**src/hw/rtl/dma_register_and_irq_unit_defines.svh**
```systemverilog
// ----------------------------------------------------------------------------
// dma register and irq unit assertion macros
// concurrent assertion wrappers, compiled out when ASSERT_OFF is set
// ----------------------------------------------------------------------------
`ifndef DMA_REGISTER_AND_IRQ_UNIT_DEFINES_SVH
`define DMA_REGISTER_AND_IRQ_UNIT_DEFINES_SVH

`ifndef ASSERT_OFF

// checked at every rising edge while reset is released
`define DMAIRQ_ASSERT(name, clk, rst_n, prop, msg) \
    name: assert property (@(posedge clk) disable iff (!rst_n) prop) else $error(msg);

// checked at every rising edge, reset included
`define DMAIRQ_ASSERT_ALWAYS(name, clk, prop, msg) \
    name: assert property (@(posedge clk) prop) else $error(msg);

`else

`define DMAIRQ_ASSERT(name, clk, rst_n, prop, msg)
`define DMAIRQ_ASSERT_ALWAYS(name, clk, prop, msg)

`endif

`endif

```
**src/hw/rtl/dmairq_pkg.sv**
```systemverilog
// ----------------------------------------------------------------------------
// dmairq_pkg
// shared constants, types and field packing helpers of the dma register unit
// ----------------------------------------------------------------------------
`default_nettype none

package dmairq_pkg;

    localparam int NUM_CHANNELS = 7;
    localparam int CH_W         = (NUM_CHANNELS > 1) ? $clog2(NUM_CHANNELS) : 1;
    localparam int IRQ_W        = 7;

    localparam logic [31:0] DPCR_RESET = 32'h0765_4321;
    localparam logic [6:0]  DPCR_OFS   = 7'h70;
    localparam logic [6:0]  DICR_OFS   = 7'h74;

    localparam int IN_TDATA_W  = 40;
    localparam int OUT_TDATA_W = 104;

    typedef enum logic [1:0] {
        OP_READ_WORD  = 2'd0,
        OP_WRITE_WORD = 2'd1,
        OP_WRITE_BYTE = 2'd2
    } t_opcode;

    typedef enum logic [3:0] {
        REG_BASE    = 4'h0,
        REG_BLOCK   = 4'h4,
        REG_CONTROL = 4'h8
    } t_chan_reg;

    typedef enum logic [1:0] {
        SYNC_MANUAL   = 2'd0,
        SYNC_REQUEST  = 2'd1,
        SYNC_LINKED   = 2'd2,
        SYNC_RESERVED = 2'd3
    } t_sync_mode;

    typedef enum logic [1:0] {
        DICR_BYTE_LOW     = 2'd0,
        DICR_BYTE_FORCE   = 2'd1,
        DICR_BYTE_ENABLE  = 2'd2,
        DICR_BYTE_PENDING = 2'd3
    } t_dicr_byte;

    // stored channel control, compact form
    typedef struct packed {
        logic       trigger;
        logic       start;
        logic [2:0] chop_cpu;
        logic [2:0] chop_dma;
        logic [1:0] sync;
        logic       chop;
        logic       decrement;
        logic       from_ram;
    } t_chan_ctrl;

    function automatic t_chan_ctrl ctrl_pack(input logic [31:0] v);
        t_chan_ctrl c;
        c.from_ram  = v[0];
        c.decrement = v[1];
        c.chop      = v[8];
        c.sync      = v[10:9];
        c.chop_dma  = v[18:16];
        c.chop_cpu  = v[22:20];
        c.start     = v[24];
        c.trigger   = v[28];
        return c;
    endfunction

    function automatic logic [31:0] ctrl_value(input t_chan_ctrl c);
        logic [31:0] v;
        v        = '0;
        v[0]     = c.from_ram;
        v[1]     = c.decrement;
        v[8]     = c.chop;
        v[10:9]  = c.sync;
        v[18:16] = c.chop_dma;
        v[22:20] = c.chop_cpu;
        v[24]    = c.start;
        v[28]    = c.trigger;
        return v;
    endfunction

    function automatic logic master_calc(
        input logic             force_irq,
        input logic             master_en,
        input logic [IRQ_W-1:0] mask,
        input logic [IRQ_W-1:0] pending
    );
        return force_irq | (master_en & (|(mask & pending)));
    endfunction

endpackage

`default_nettype wire

```
**src/hw/rtl/dma_register_and_irq_unit.sv**
```systemverilog
// ----------------------------------------------------------------------------
// dma_register_and_irq_unit
// register file and interrupt logic of a seven-channel dma controller
// ----------------------------------------------------------------------------
// Usage: one bus access per s_axis transaction: tuser carries the opcode
// (read word, write word, byte write into DICR), tdata the byte offset and
// the write value. Each access yields exactly one m_axis transaction with
// read data, a bad offset flag, the interrupt rise flag and, for a control
// write that starts a channel, the transfer command fields.
// Each access passes the input register, then the result register.
// Throughput: one access per cycle while m_axis_tready is high; the
// decode, register update and 16x16 word count multiply sit between the
// input register and the result register.
// Reset: DPCR loads 0x07654321, DICR and all channel registers clear, both
// stages empty.
// Stall: when m_axis_tready is low the result holds, one more access waits
// in the input register, and s_axis_tready drops only once both are full.
// Register state changes as an access moves into the result register.
// ----------------------------------------------------------------------------
`default_nettype none

`include "dma_register_and_irq_unit_defines.svh"

module dma_register_and_irq_unit
    import dmairq_pkg::*;
(
    input  wire logic                   i_clk,
    input  wire logic                   i_rst_n,

    input  wire logic                   s_axis_tvalid,
    output logic                        s_axis_tready,
    // [6:0] offset, [38:7] write_data, [39] zero
    input  wire logic [IN_TDATA_W-1:0]  s_axis_tdata,
    // [1:0] opcode
    input  wire logic [1:0]             s_axis_tuser,

    output logic                        m_axis_tvalid,
    input  wire logic                   m_axis_tready,
    // [31:0] read_data, [32] bad_offset, [33] irq_raise, [34] xfer_start,
    // [37:35] xfer_channel, [61:38] xfer_base, [93:62] xfer_words,
    // [94] xfer_from_ram, [95] xfer_decrement, [97:96] xfer_mode, [103:98] zero
    output logic [OUT_TDATA_W-1:0]      m_axis_tdata
);

    // input stage
    logic        r_in_valid;
    t_opcode     r_in_op;
    logic [6:0]  r_in_offset;
    logic [31:0] r_in_wdata;

    // result stage
    logic        r_out_valid;
    logic [31:0] r_read_data;
    logic        r_bad_offset;
    logic        r_irq_raise;
    logic        r_xfer_start;
    logic [2:0]  r_xfer_channel;
    logic [23:0] r_xfer_base;
    logic [31:0] r_xfer_words;
    logic        r_xfer_from_ram;
    logic        r_xfer_decrement;
    logic [1:0]  r_xfer_mode;

    // register file
    logic [31:0]      r_prio;
    logic             r_force;
    logic [IRQ_W-1:0] r_mask;
    logic             r_men;
    logic [IRQ_W-1:0] r_pend;
    logic             r_master;
    logic [23:0]      r_base  [NUM_CHANNELS];
    logic [15:0]      r_size  [NUM_CHANNELS];
    logic [15:0]      r_count [NUM_CHANNELS];
    t_chan_ctrl       r_ctrl  [NUM_CHANNELS];

    logic [31:0]      n_prio;
    logic             n_force;
    logic [IRQ_W-1:0] n_mask;
    logic             n_men;
    logic [IRQ_W-1:0] n_pend;
    logic             n_master;
    logic [23:0]      n_base  [NUM_CHANNELS];
    logic [15:0]      n_size  [NUM_CHANNELS];
    logic [15:0]      n_count [NUM_CHANNELS];
    t_chan_ctrl       n_ctrl  [NUM_CHANNELS];

    logic [31:0] n_read_data;
    logic        n_bad_offset;
    logic        n_irq_raise;
    logic        n_xfer_start;
    logic [2:0]  n_xfer_channel;
    logic [23:0] n_xfer_base;
    logic [31:0] n_xfer_words;
    logic        n_xfer_from_ram;
    logic        n_xfer_decrement;
    logic [1:0]  n_xfer_mode;

    logic            advance;
    logic [2:0]      w_ch;
    logic [CH_W-1:0] w_idx;
    logic [3:0]      w_reg;
    logic            w_ch_ok;
    logic [31:0]     w_prod;
    t_chan_ctrl      w_new_ctrl;
    logic            w_go;
    logic [7:0]      w_byte;

    assign advance       = r_in_valid && (!r_out_valid || m_axis_tready);
    assign s_axis_tready = !r_in_valid || advance;

    assign w_ch    = r_in_offset[6:4];
    assign w_idx   = w_ch[CH_W-1:0];
    assign w_reg   = r_in_offset[3:0];
    assign w_ch_ok = (32'(w_ch) < NUM_CHANNELS) &&
                     (w_reg == REG_BASE || w_reg == REG_BLOCK || w_reg == REG_CONTROL);
    assign w_prod  = 32'(r_size[w_idx]) * 32'(r_count[w_idx]);
    assign w_new_ctrl = ctrl_pack(r_in_wdata);
    // manual mode needs trigger as well as start
    assign w_go    = w_new_ctrl.start &&
                     (w_new_ctrl.sync != SYNC_MANUAL || w_new_ctrl.trigger);
    assign w_byte  = r_in_wdata[7:0];

    always_comb begin
        n_prio  = r_prio;
        n_force = r_force;
        n_mask  = r_mask;
        n_men   = r_men;
        n_pend  = r_pend;
        n_master = r_master;
        n_base  = r_base;
        n_size  = r_size;
        n_count = r_count;
        n_ctrl  = r_ctrl;

        n_read_data      = '0;
        n_bad_offset     = 1'b0;
        n_irq_raise      = 1'b0;
        n_xfer_start     = 1'b0;
        n_xfer_channel   = '0;
        n_xfer_base      = '0;
        n_xfer_words     = '0;
        n_xfer_from_ram  = 1'b0;
        n_xfer_decrement = 1'b0;
        n_xfer_mode      = '0;

        unique case (r_in_op)
            OP_READ_WORD: begin
                if (r_in_offset == DPCR_OFS) begin
                    n_read_data = r_prio;
                end else if (r_in_offset == DICR_OFS) begin
                    n_read_data = {r_master, r_pend, r_men, r_mask, r_force, 15'd0};
                end else if (w_ch_ok) begin
                    unique case (w_reg)
                        REG_BASE:  n_read_data = {8'd0, r_base[w_idx]};
                        REG_BLOCK: n_read_data = {r_count[w_idx], r_size[w_idx]};
                        default:   n_read_data = ctrl_value(r_ctrl[w_idx]);
                    endcase
                end else begin
                    n_bad_offset = 1'b1;
                end
            end
            OP_WRITE_WORD: begin
                if (r_in_offset == DPCR_OFS) begin
                    n_prio = r_in_wdata;
                end else if (r_in_offset == DICR_OFS) begin
                    n_force     = r_in_wdata[15];
                    n_mask      = r_in_wdata[22:16];
                    n_men       = r_in_wdata[23];
                    n_pend      = r_pend & ~r_in_wdata[30:24];
                    n_master    = master_calc(n_force, n_men, n_mask, n_pend);
                    n_irq_raise = !r_master && n_master;
                end else if (w_ch_ok) begin
                    unique case (w_reg)
                        REG_BASE: begin
                            n_base[w_idx] = r_in_wdata[23:0];
                        end
                        REG_BLOCK: begin
                            n_size[w_idx]  = r_in_wdata[15:0];
                            n_count[w_idx] = r_in_wdata[31:16];
                        end
                        default: begin
                            n_ctrl[w_idx] = w_new_ctrl;
                            if (w_go) begin
                                n_xfer_start     = 1'b1;
                                n_xfer_channel   = w_ch;
                                n_xfer_base      = r_base[w_idx];
                                n_xfer_from_ram  = w_new_ctrl.from_ram;
                                n_xfer_decrement = w_new_ctrl.decrement;
                                n_xfer_mode      = w_new_ctrl.sync;
                                unique case (w_new_ctrl.sync)
                                    SYNC_MANUAL:  n_xfer_words = {16'd0, r_size[w_idx]};
                                    SYNC_REQUEST: n_xfer_words = w_prod;
                                    default:      n_xfer_words = '0;
                                endcase
                                // transfer completes at once
                                n_ctrl[w_idx].start   = 1'b0;
                                n_ctrl[w_idx].trigger = 1'b0;
                                if (r_mask[w_ch]) begin
                                    n_pend      = r_pend | (IRQ_W'(1) << w_ch);
                                    n_master    = master_calc(r_force, r_men, r_mask, n_pend);
                                    n_irq_raise = !r_master && n_master;
                                end
                            end
                        end
                    endcase
                end else begin
                    n_bad_offset = 1'b1;
                end
            end
            OP_WRITE_BYTE: begin
                // master flag is left as is on byte writes
                unique case (t_dicr_byte'(r_in_offset[1:0]))
                    DICR_BYTE_FORCE: begin
                        n_force = w_byte[7];
                    end
                    DICR_BYTE_ENABLE: begin
                        n_mask = w_byte[6:0];
                        n_men  = w_byte[7];
                    end
                    DICR_BYTE_PENDING: begin
                        n_pend = r_pend & ~w_byte[6:0];
                    end
                    default: begin
                    end
                endcase
            end
            default: begin
            end
        endcase
    end

    always_ff @(posedge i_clk) begin
        if (!i_rst_n) begin
            r_in_valid  <= 1'b0;
            r_out_valid <= 1'b0;
            r_prio      <= DPCR_RESET;
            r_force     <= 1'b0;
            r_mask      <= '0;
            r_men       <= 1'b0;
            r_pend      <= '0;
            r_master    <= 1'b0;
            for (int i = 0; i < NUM_CHANNELS; i++) begin
                r_base[i]  <= '0;
                r_size[i]  <= '0;
                r_count[i] <= '0;
                r_ctrl[i]  <= '0;
            end
        end else begin
            if (s_axis_tready) begin
                r_in_valid <= s_axis_tvalid;
            end
            if (advance) begin
                r_out_valid <= 1'b1;
                r_prio      <= n_prio;
                r_force     <= n_force;
                r_mask      <= n_mask;
                r_men       <= n_men;
                r_pend      <= n_pend;
                r_master    <= n_master;
                r_base      <= n_base;
                r_size      <= n_size;
                r_count     <= n_count;
                r_ctrl      <= n_ctrl;
            end else if (m_axis_tready) begin
                r_out_valid <= 1'b0;
            end
        end
    end

    // payload registers
    always_ff @(posedge i_clk) begin
        if (s_axis_tready && s_axis_tvalid) begin
            r_in_op     <= t_opcode'(s_axis_tuser);
            r_in_offset <= s_axis_tdata[6:0];
            r_in_wdata  <= s_axis_tdata[38:7];
        end
        if (advance) begin
            r_read_data      <= n_read_data;
            r_bad_offset     <= n_bad_offset;
            r_irq_raise      <= n_irq_raise;
            r_xfer_start     <= n_xfer_start;
            r_xfer_channel   <= n_xfer_channel;
            r_xfer_base      <= n_xfer_base;
            r_xfer_words     <= n_xfer_words;
            r_xfer_from_ram  <= n_xfer_from_ram;
            r_xfer_decrement <= n_xfer_decrement;
            r_xfer_mode      <= n_xfer_mode;
        end
    end

    assign m_axis_tvalid = r_out_valid;
    assign m_axis_tdata  = {6'd0, r_xfer_mode, r_xfer_decrement, r_xfer_from_ram,
                            r_xfer_words, r_xfer_base, r_xfer_channel, r_xfer_start,
                            r_irq_raise, r_bad_offset, r_read_data};

    // a rising master flag always goes out with irq_raise set
    `DMAIRQ_ASSERT(a_master_rise_reported, i_clk, i_rst_n,
        $rose(r_master) |-> (r_out_valid && r_irq_raise), "master flag rose unreported")

    // a waiting access is neither lost nor altered
    `DMAIRQ_ASSERT(a_input_held, i_clk, i_rst_n,
        (r_in_valid && !advance) |=> (r_in_valid && $stable(r_in_offset) && $stable(r_in_wdata)),
        "waiting access lost")

    // transfers come only from handled control word writes
    `DMAIRQ_ASSERT(a_xfer_from_write, i_clk, i_rst_n,
        (advance && n_xfer_start) |-> (r_in_op == OP_WRITE_WORD && !n_bad_offset &&
                                       w_reg == REG_CONTROL),
        "transfer issued by a non control write")

    // state only changes while an access is committed
    `DMAIRQ_ASSERT(a_state_quiet, i_clk, i_rst_n,
        !$past(advance) |-> ($stable(r_pend) && $stable(r_master) && $stable(r_prio)),
        "register state changed without an access")

endmodule

`default_nettype wire
```
**config.mk**
```make
export PLATFORM = sky130hd
export DESIGN_NAME = dma_register_and_irq_unit
export DESIGN_NICKNAME = d
export VERILOG_FILES = /design/src/hw/rtl/dmairq_pkg.sv /design/src/hw/rtl/dma_register_and_irq_unit.sv
export VERILOG_INCLUDE_DIRS = /design/src /design/src/hw/rtl
export SDC_FILE = /design/constraint.sdc
export NUM_CORES = 2
export LEC_CHECK = 0
export BUFFER_PORTS_ARGS = -buffer_cell sky130_fd_sc_hd__buf_2
export CAP_MARGIN = 20
export CORE_MARGIN = 5
export CORE_UTILIZATION = 46
export DETAILED_ROUTE_END_ITERATION = 7
export GPL_ROUTABILITY_DRIVEN = 0
export GPL_TIMING_DRIVEN = 0
export PLACE_DENSITY = 0.65
export SLEW_MARGIN = 20
export SYNTH_ARGS = -nofsm -noshare
export SYNTH_HDL_FRONTEND = slang
export SYNTH_SLANG_ARGS = --single-unit
```
**constraint.sdc**
```tcl
create_clock -name i_clk -period 20.9 [get_ports i_clk]
set_input_delay 4.18 -clock i_clk [delete_from_list [all_inputs] [get_ports i_clk]]
set_output_delay 4.18 -clock i_clk [all_outputs]
set_load 0.05 [all_outputs]
```
==> results.sh <==
export IMPL_r2r_end="r_xfer_words[30]"
export IMPL_die_x_um=295
export IMPL_drc=0
export IMPL_worstMarginPinSlew_ps=1180
export IMPL_async_flop_share=0
export IMPL_start_util=0.463
export IMPL_setup_violations_final=0
export IMPL_drive_gt1_frac=0.115
export IMPL_clk_pin_slew_worst_paths_ps=60
export IMPL_wl_mm=140
export IMPL_port_buffers=144
export IMPL_vdd_ir_drop_max_mv=0.0745
export IMPL_synth_compound_area_frac=0.114
export IMPL_period_share=0.449
export IMPL_relSlewSlack=0.187
export IMPL_vias=32900
export IMPL_fin_ws_ps=11530
export IMPL_first_pass_iters=7
export IMPL_path_class="register to register"
export IMPL_synthXorXnorAreaFrac=0.00587
export IMPL_syn_area_um2=37300
export IMPL_cts_root_buf="clkbuf_16"
export IMPL_drt_iter0_markers=4658
export IMPL_r2r_start="r_in_offset[4]"
export IMPL_die_y_um=295
export IMPL_drtAntennaViolNets=0
export IMPL_synth_seq_area_share=0.398
export IMPL_ys_seq_elements=673
export IMPL_synth_warnings=0
export IMPL_critPathMaxFanout=10
export IMPL_reg2reg_slack_ps=11530
export IMPL_grt_overflow=0
export IMPL_layout_nets=4836
export IMPL_synth_simple_area_share=0.176
export IMPL_crit_path_end="r_xfer_words[30]"
export IMPL_dieArea_um2=86900
export IMPL_grt_max_degree=61
export IMPL_arrival_ps=9840
export IMPL_startpoint_type="register"
export IMPL_synthCells=4259
export IMPL_outcome="finished clean"
export IMPL_rsz0062_at_grt="false"
export IMPL_final_util=0.524
export IMPL_grt_pass1_vias=31100
export IMPL_clk_latency_ps=650
export IMPL_setup_tns_ps=0
export IMPL_syn_to_final_growth_pct=13.0
export IMPL_fill_cells=7475
export IMPL_avgSynthCellArea_um2=8.76
export IMPL_preCtsSetupSlack_ps=11810
export IMPL_maxCapViolCount=0
export IMPL_ff2ff_path_depth=25
export IMPL_skew_ps=45.8
export IMPL_cts_path_max_buffers=3
export IMPL_grtUsageTotal=0.313
export IMPL_numCtsBuffers=75
export IMPL_avgRoutedWirePerCell_um=24.9
export IMPL_synth_edf_count=139
export IMPL_hpwl_mm=106
export IMPL_synth_ff_type="dfxtp_1"
export IMPL_io_pins=152
export IMPL_cts_hold_buf=0
export IMPL_post_cts_setup_buffers=0
export IMPL_cp_end_kind="register"
export IMPL_leakage_nw=15.7
export IMPL_synth_top_family_by_area="simple AND/OR/NAND/NOR gates"
export IMPL_report_final_slew_viol_count=0
export IMPL_antenna_found_initial=6
export IMPL_grt_pass1_wl_mm=203
export IMPL_synth_mux_area_frac=0.102
export IMPL_crit_start="r_in_offset[4]"
export IMPL_fmax_mhz=107
export IMPL_required_ps=21360
export IMPL_ctsResizeCount=0
export IMPL_hp_class="register to register"
export IMPL_hold_viol_final=0
export IMPL_core_region_area_um2=80500
export IMPL_synth_adder_area_share=0.139
export IMPL_htreeDepth=3
export IMPL_rows=104
export IMPL_synth_cell_types=77
export IMPL_cts_tree="yes"
export IMPL_viasPerCell=5.86
export IMPL_period_minus_slack_ps=9370
export IMPL_power_density_nw_per_um2=70.4
export IMPL_cts_sinks=673
==> cell usage in the layout (no fill, tap or decap), drive strengths merged, types with 70 or more instances in the layout <==
| master | instances |
|---|---|
| edfxtp | 139 |
| mux2i | 192 |
| nor2 | 276 |
| a21oi | 526 |
| o21ai | 137 |
| inv | 246 |
| nand2 | 1191 |
| clkbuf | 310 |
| dfxtp | 534 |
| buf | 271 |
| fa | 194 |
| ha | 104 |
| mux4 | 70 |
==> synthesized netlist by cell type (4+ instances only) <==
cell | count | area (µm²)
a211o_1 | 5 | 43.8
a211oi_1 | 9 | 67.6
a21o_1 | 5 | 37.5
a21oi_1 | 525 | 2630
a221o_1 | 6 | 60.1
a221oi_1 | 11 | 96.3
a311oi_1 | 10 | 87.6
a31oi_1 | 6 | 37.5
and2_1 | 31 | 194
buf_1 | 7 | 26.3
buf_2 | 72 | 360
buf_4 | 33 | 248
buf_6 | 9 | 101
clkbuf_1 | 213 | 800
dfxtp_1 | 534 | 10700
edfxtp_1 | 139 | 4170
fa_1 | 194 | 3880
ha_1 | 104 | 1300
inv_1 | 243 | 912
mux2_2 | 27 | 304
mux2i_1 | 192 | 1920
mux4_2 | 70 | 1580
nand2_1 | 1189 | 4460
nand2b_1 | 16 | 100
nand3_1 | 35 | 175
nand3b_1 | 9 | 67.6
nand4_1 | 10 | 62.6
nor2_1 | 266 | 998
nor2_2 | 8 | 50.1
nor2b_1 | 19 | 119
nor3_1 | 4 | 20.0
o211ai_1 | 8 | 60.1
o21ai_0 | 136 | 681
o221ai_1 | 15 | 131
o31ai_1 | 7 | 52.6
or3_1 | 5 | 31.3
xnor2_1 | 14 | 123
xor2_1 | 11 | 96.3
==> report_power, final <==
| group | switching, mW | leakage [nW] | internal (mW) |
|---|---|---|---|
| clock | 0.581 | 1.28 | 0.840 |
| sequential | 0.0110 | 5.57 | 1.34 |
| combinational | 0.161 | 8.84 | 0.0389 |
==> flip-flops by register name, indices dropped and copies added (netlist names), 2 cells and up <==
name,count
r_in_offset,7
r_base,168
r_prio,32
r_size,112
r_read_data,32
r_in_wdata,32
r_ctrl,91
r_xfer_channel,3
r_count,112
r_xfer_base,24
r_xfer_words,32
r_in_op,2
r_xfer_mode,2
r_pend,7
r_mask,7
==> stage by stage <==
| step | instances | instance area (µm²) | power, mW | hold slack (ps) |
|---|---|---|---|---|
| 3_5_place_dp | 5473 | 39500 | 1.57 | 443 |
| 4_1_cts | 5612 | 42100 | 2.97 | 451 |
| 2_1_floorplan | 4264 | 37300 | 1.49 | 433 |
| 5_1_grt | 5615 | 42200 | 3.03 | 467 |
| 6_report | 5617 | 42200 | 2.97 | 451 |
| 3_3_place_gp | 5468 | 39400 | 1.57 | 438 |
==> layer usage <==
| layer | track usage | up-vias | share of wire |
|---|---|---|---|
| met3 | 0.0969 | 511 | 0.13 |
| li1 | - | 14500 | - |
| met5 | 0 | - | 0.00019 |
| met1 | 0.411 | 15600 | 0.38 |
| met4 | 0.159 | 4 | 0.065 |
| met2 | 0.469 | 2250 | 0.42 |
==> worst max-delay path: stages (launching register included) <==
cell      delay, ps
edfxtp_1        480
buf_2           330
buf_4           330
buf_2           530
buf_2           450
o21ai_0         150
mux2i_1         900
clkbuf_1        690
nor2_1          120
fa_1            540
fa_1            430
fa_1            420
fa_1            510
fa_1            500
inv_1            50
fa_1            470
inv_1            40
ha_1            250
clkbuf_1        410
a21oi_1         220
o21ai_1         270
a31oi_1         190
a21o_1          200
a21o_1          190
a211o_1         290
a21oi_1         190
==> how the worst min path moves through the flow <==
| stage | from | cells after the start | slack, ps | endpoint |
|---|---|---|---|---|
| 6_report | r_count[52] | 2 | 450 | r_count[52] |
| 5_1_grt | r_size[21] | 2 | 470 | r_size[21] |
| 4_1_cts | r_count[73] | 2 | 450 | r_count[73] |
| 3_5_place_dp | r_count[73] | 2 | 440 | r_count[73] |
| 3_3_place_gp | r_size[94] | 2 | 440 | r_size[94] |
| 2_1_floorplan | r_base[100] | 2 | 430 | r_base[100] |
==> cell type report <==
class                   count  area (µm²)  share of cell area
multi-input cells        3013       20100               0.476
clock inverters            43         582              0.0138
flip-flops and latches    673       14900               0.352
diodes                      3        7.51            0.000178
well taps                1060        1330              0.0314
repair buffers            151         821              0.0195
inverters                 244         921              0.0218
clock buffers              96        2060              0.0488
plain buffers             334        1540              0.0364
==> kinds of logic (layout without fill, tap and decap cells) <==
group | Yosys count | after routing
compound gates | 773 | 773
xor+xnor | 25 | 25
fa+ha+maj | 298 | 298
buf+inv | 578 | 868
flops | 673 | 673
mux | 289 | 289
other cells | 1 | 9
simple gates | 1622 | 1622
(Power assumes the default switching activity.)
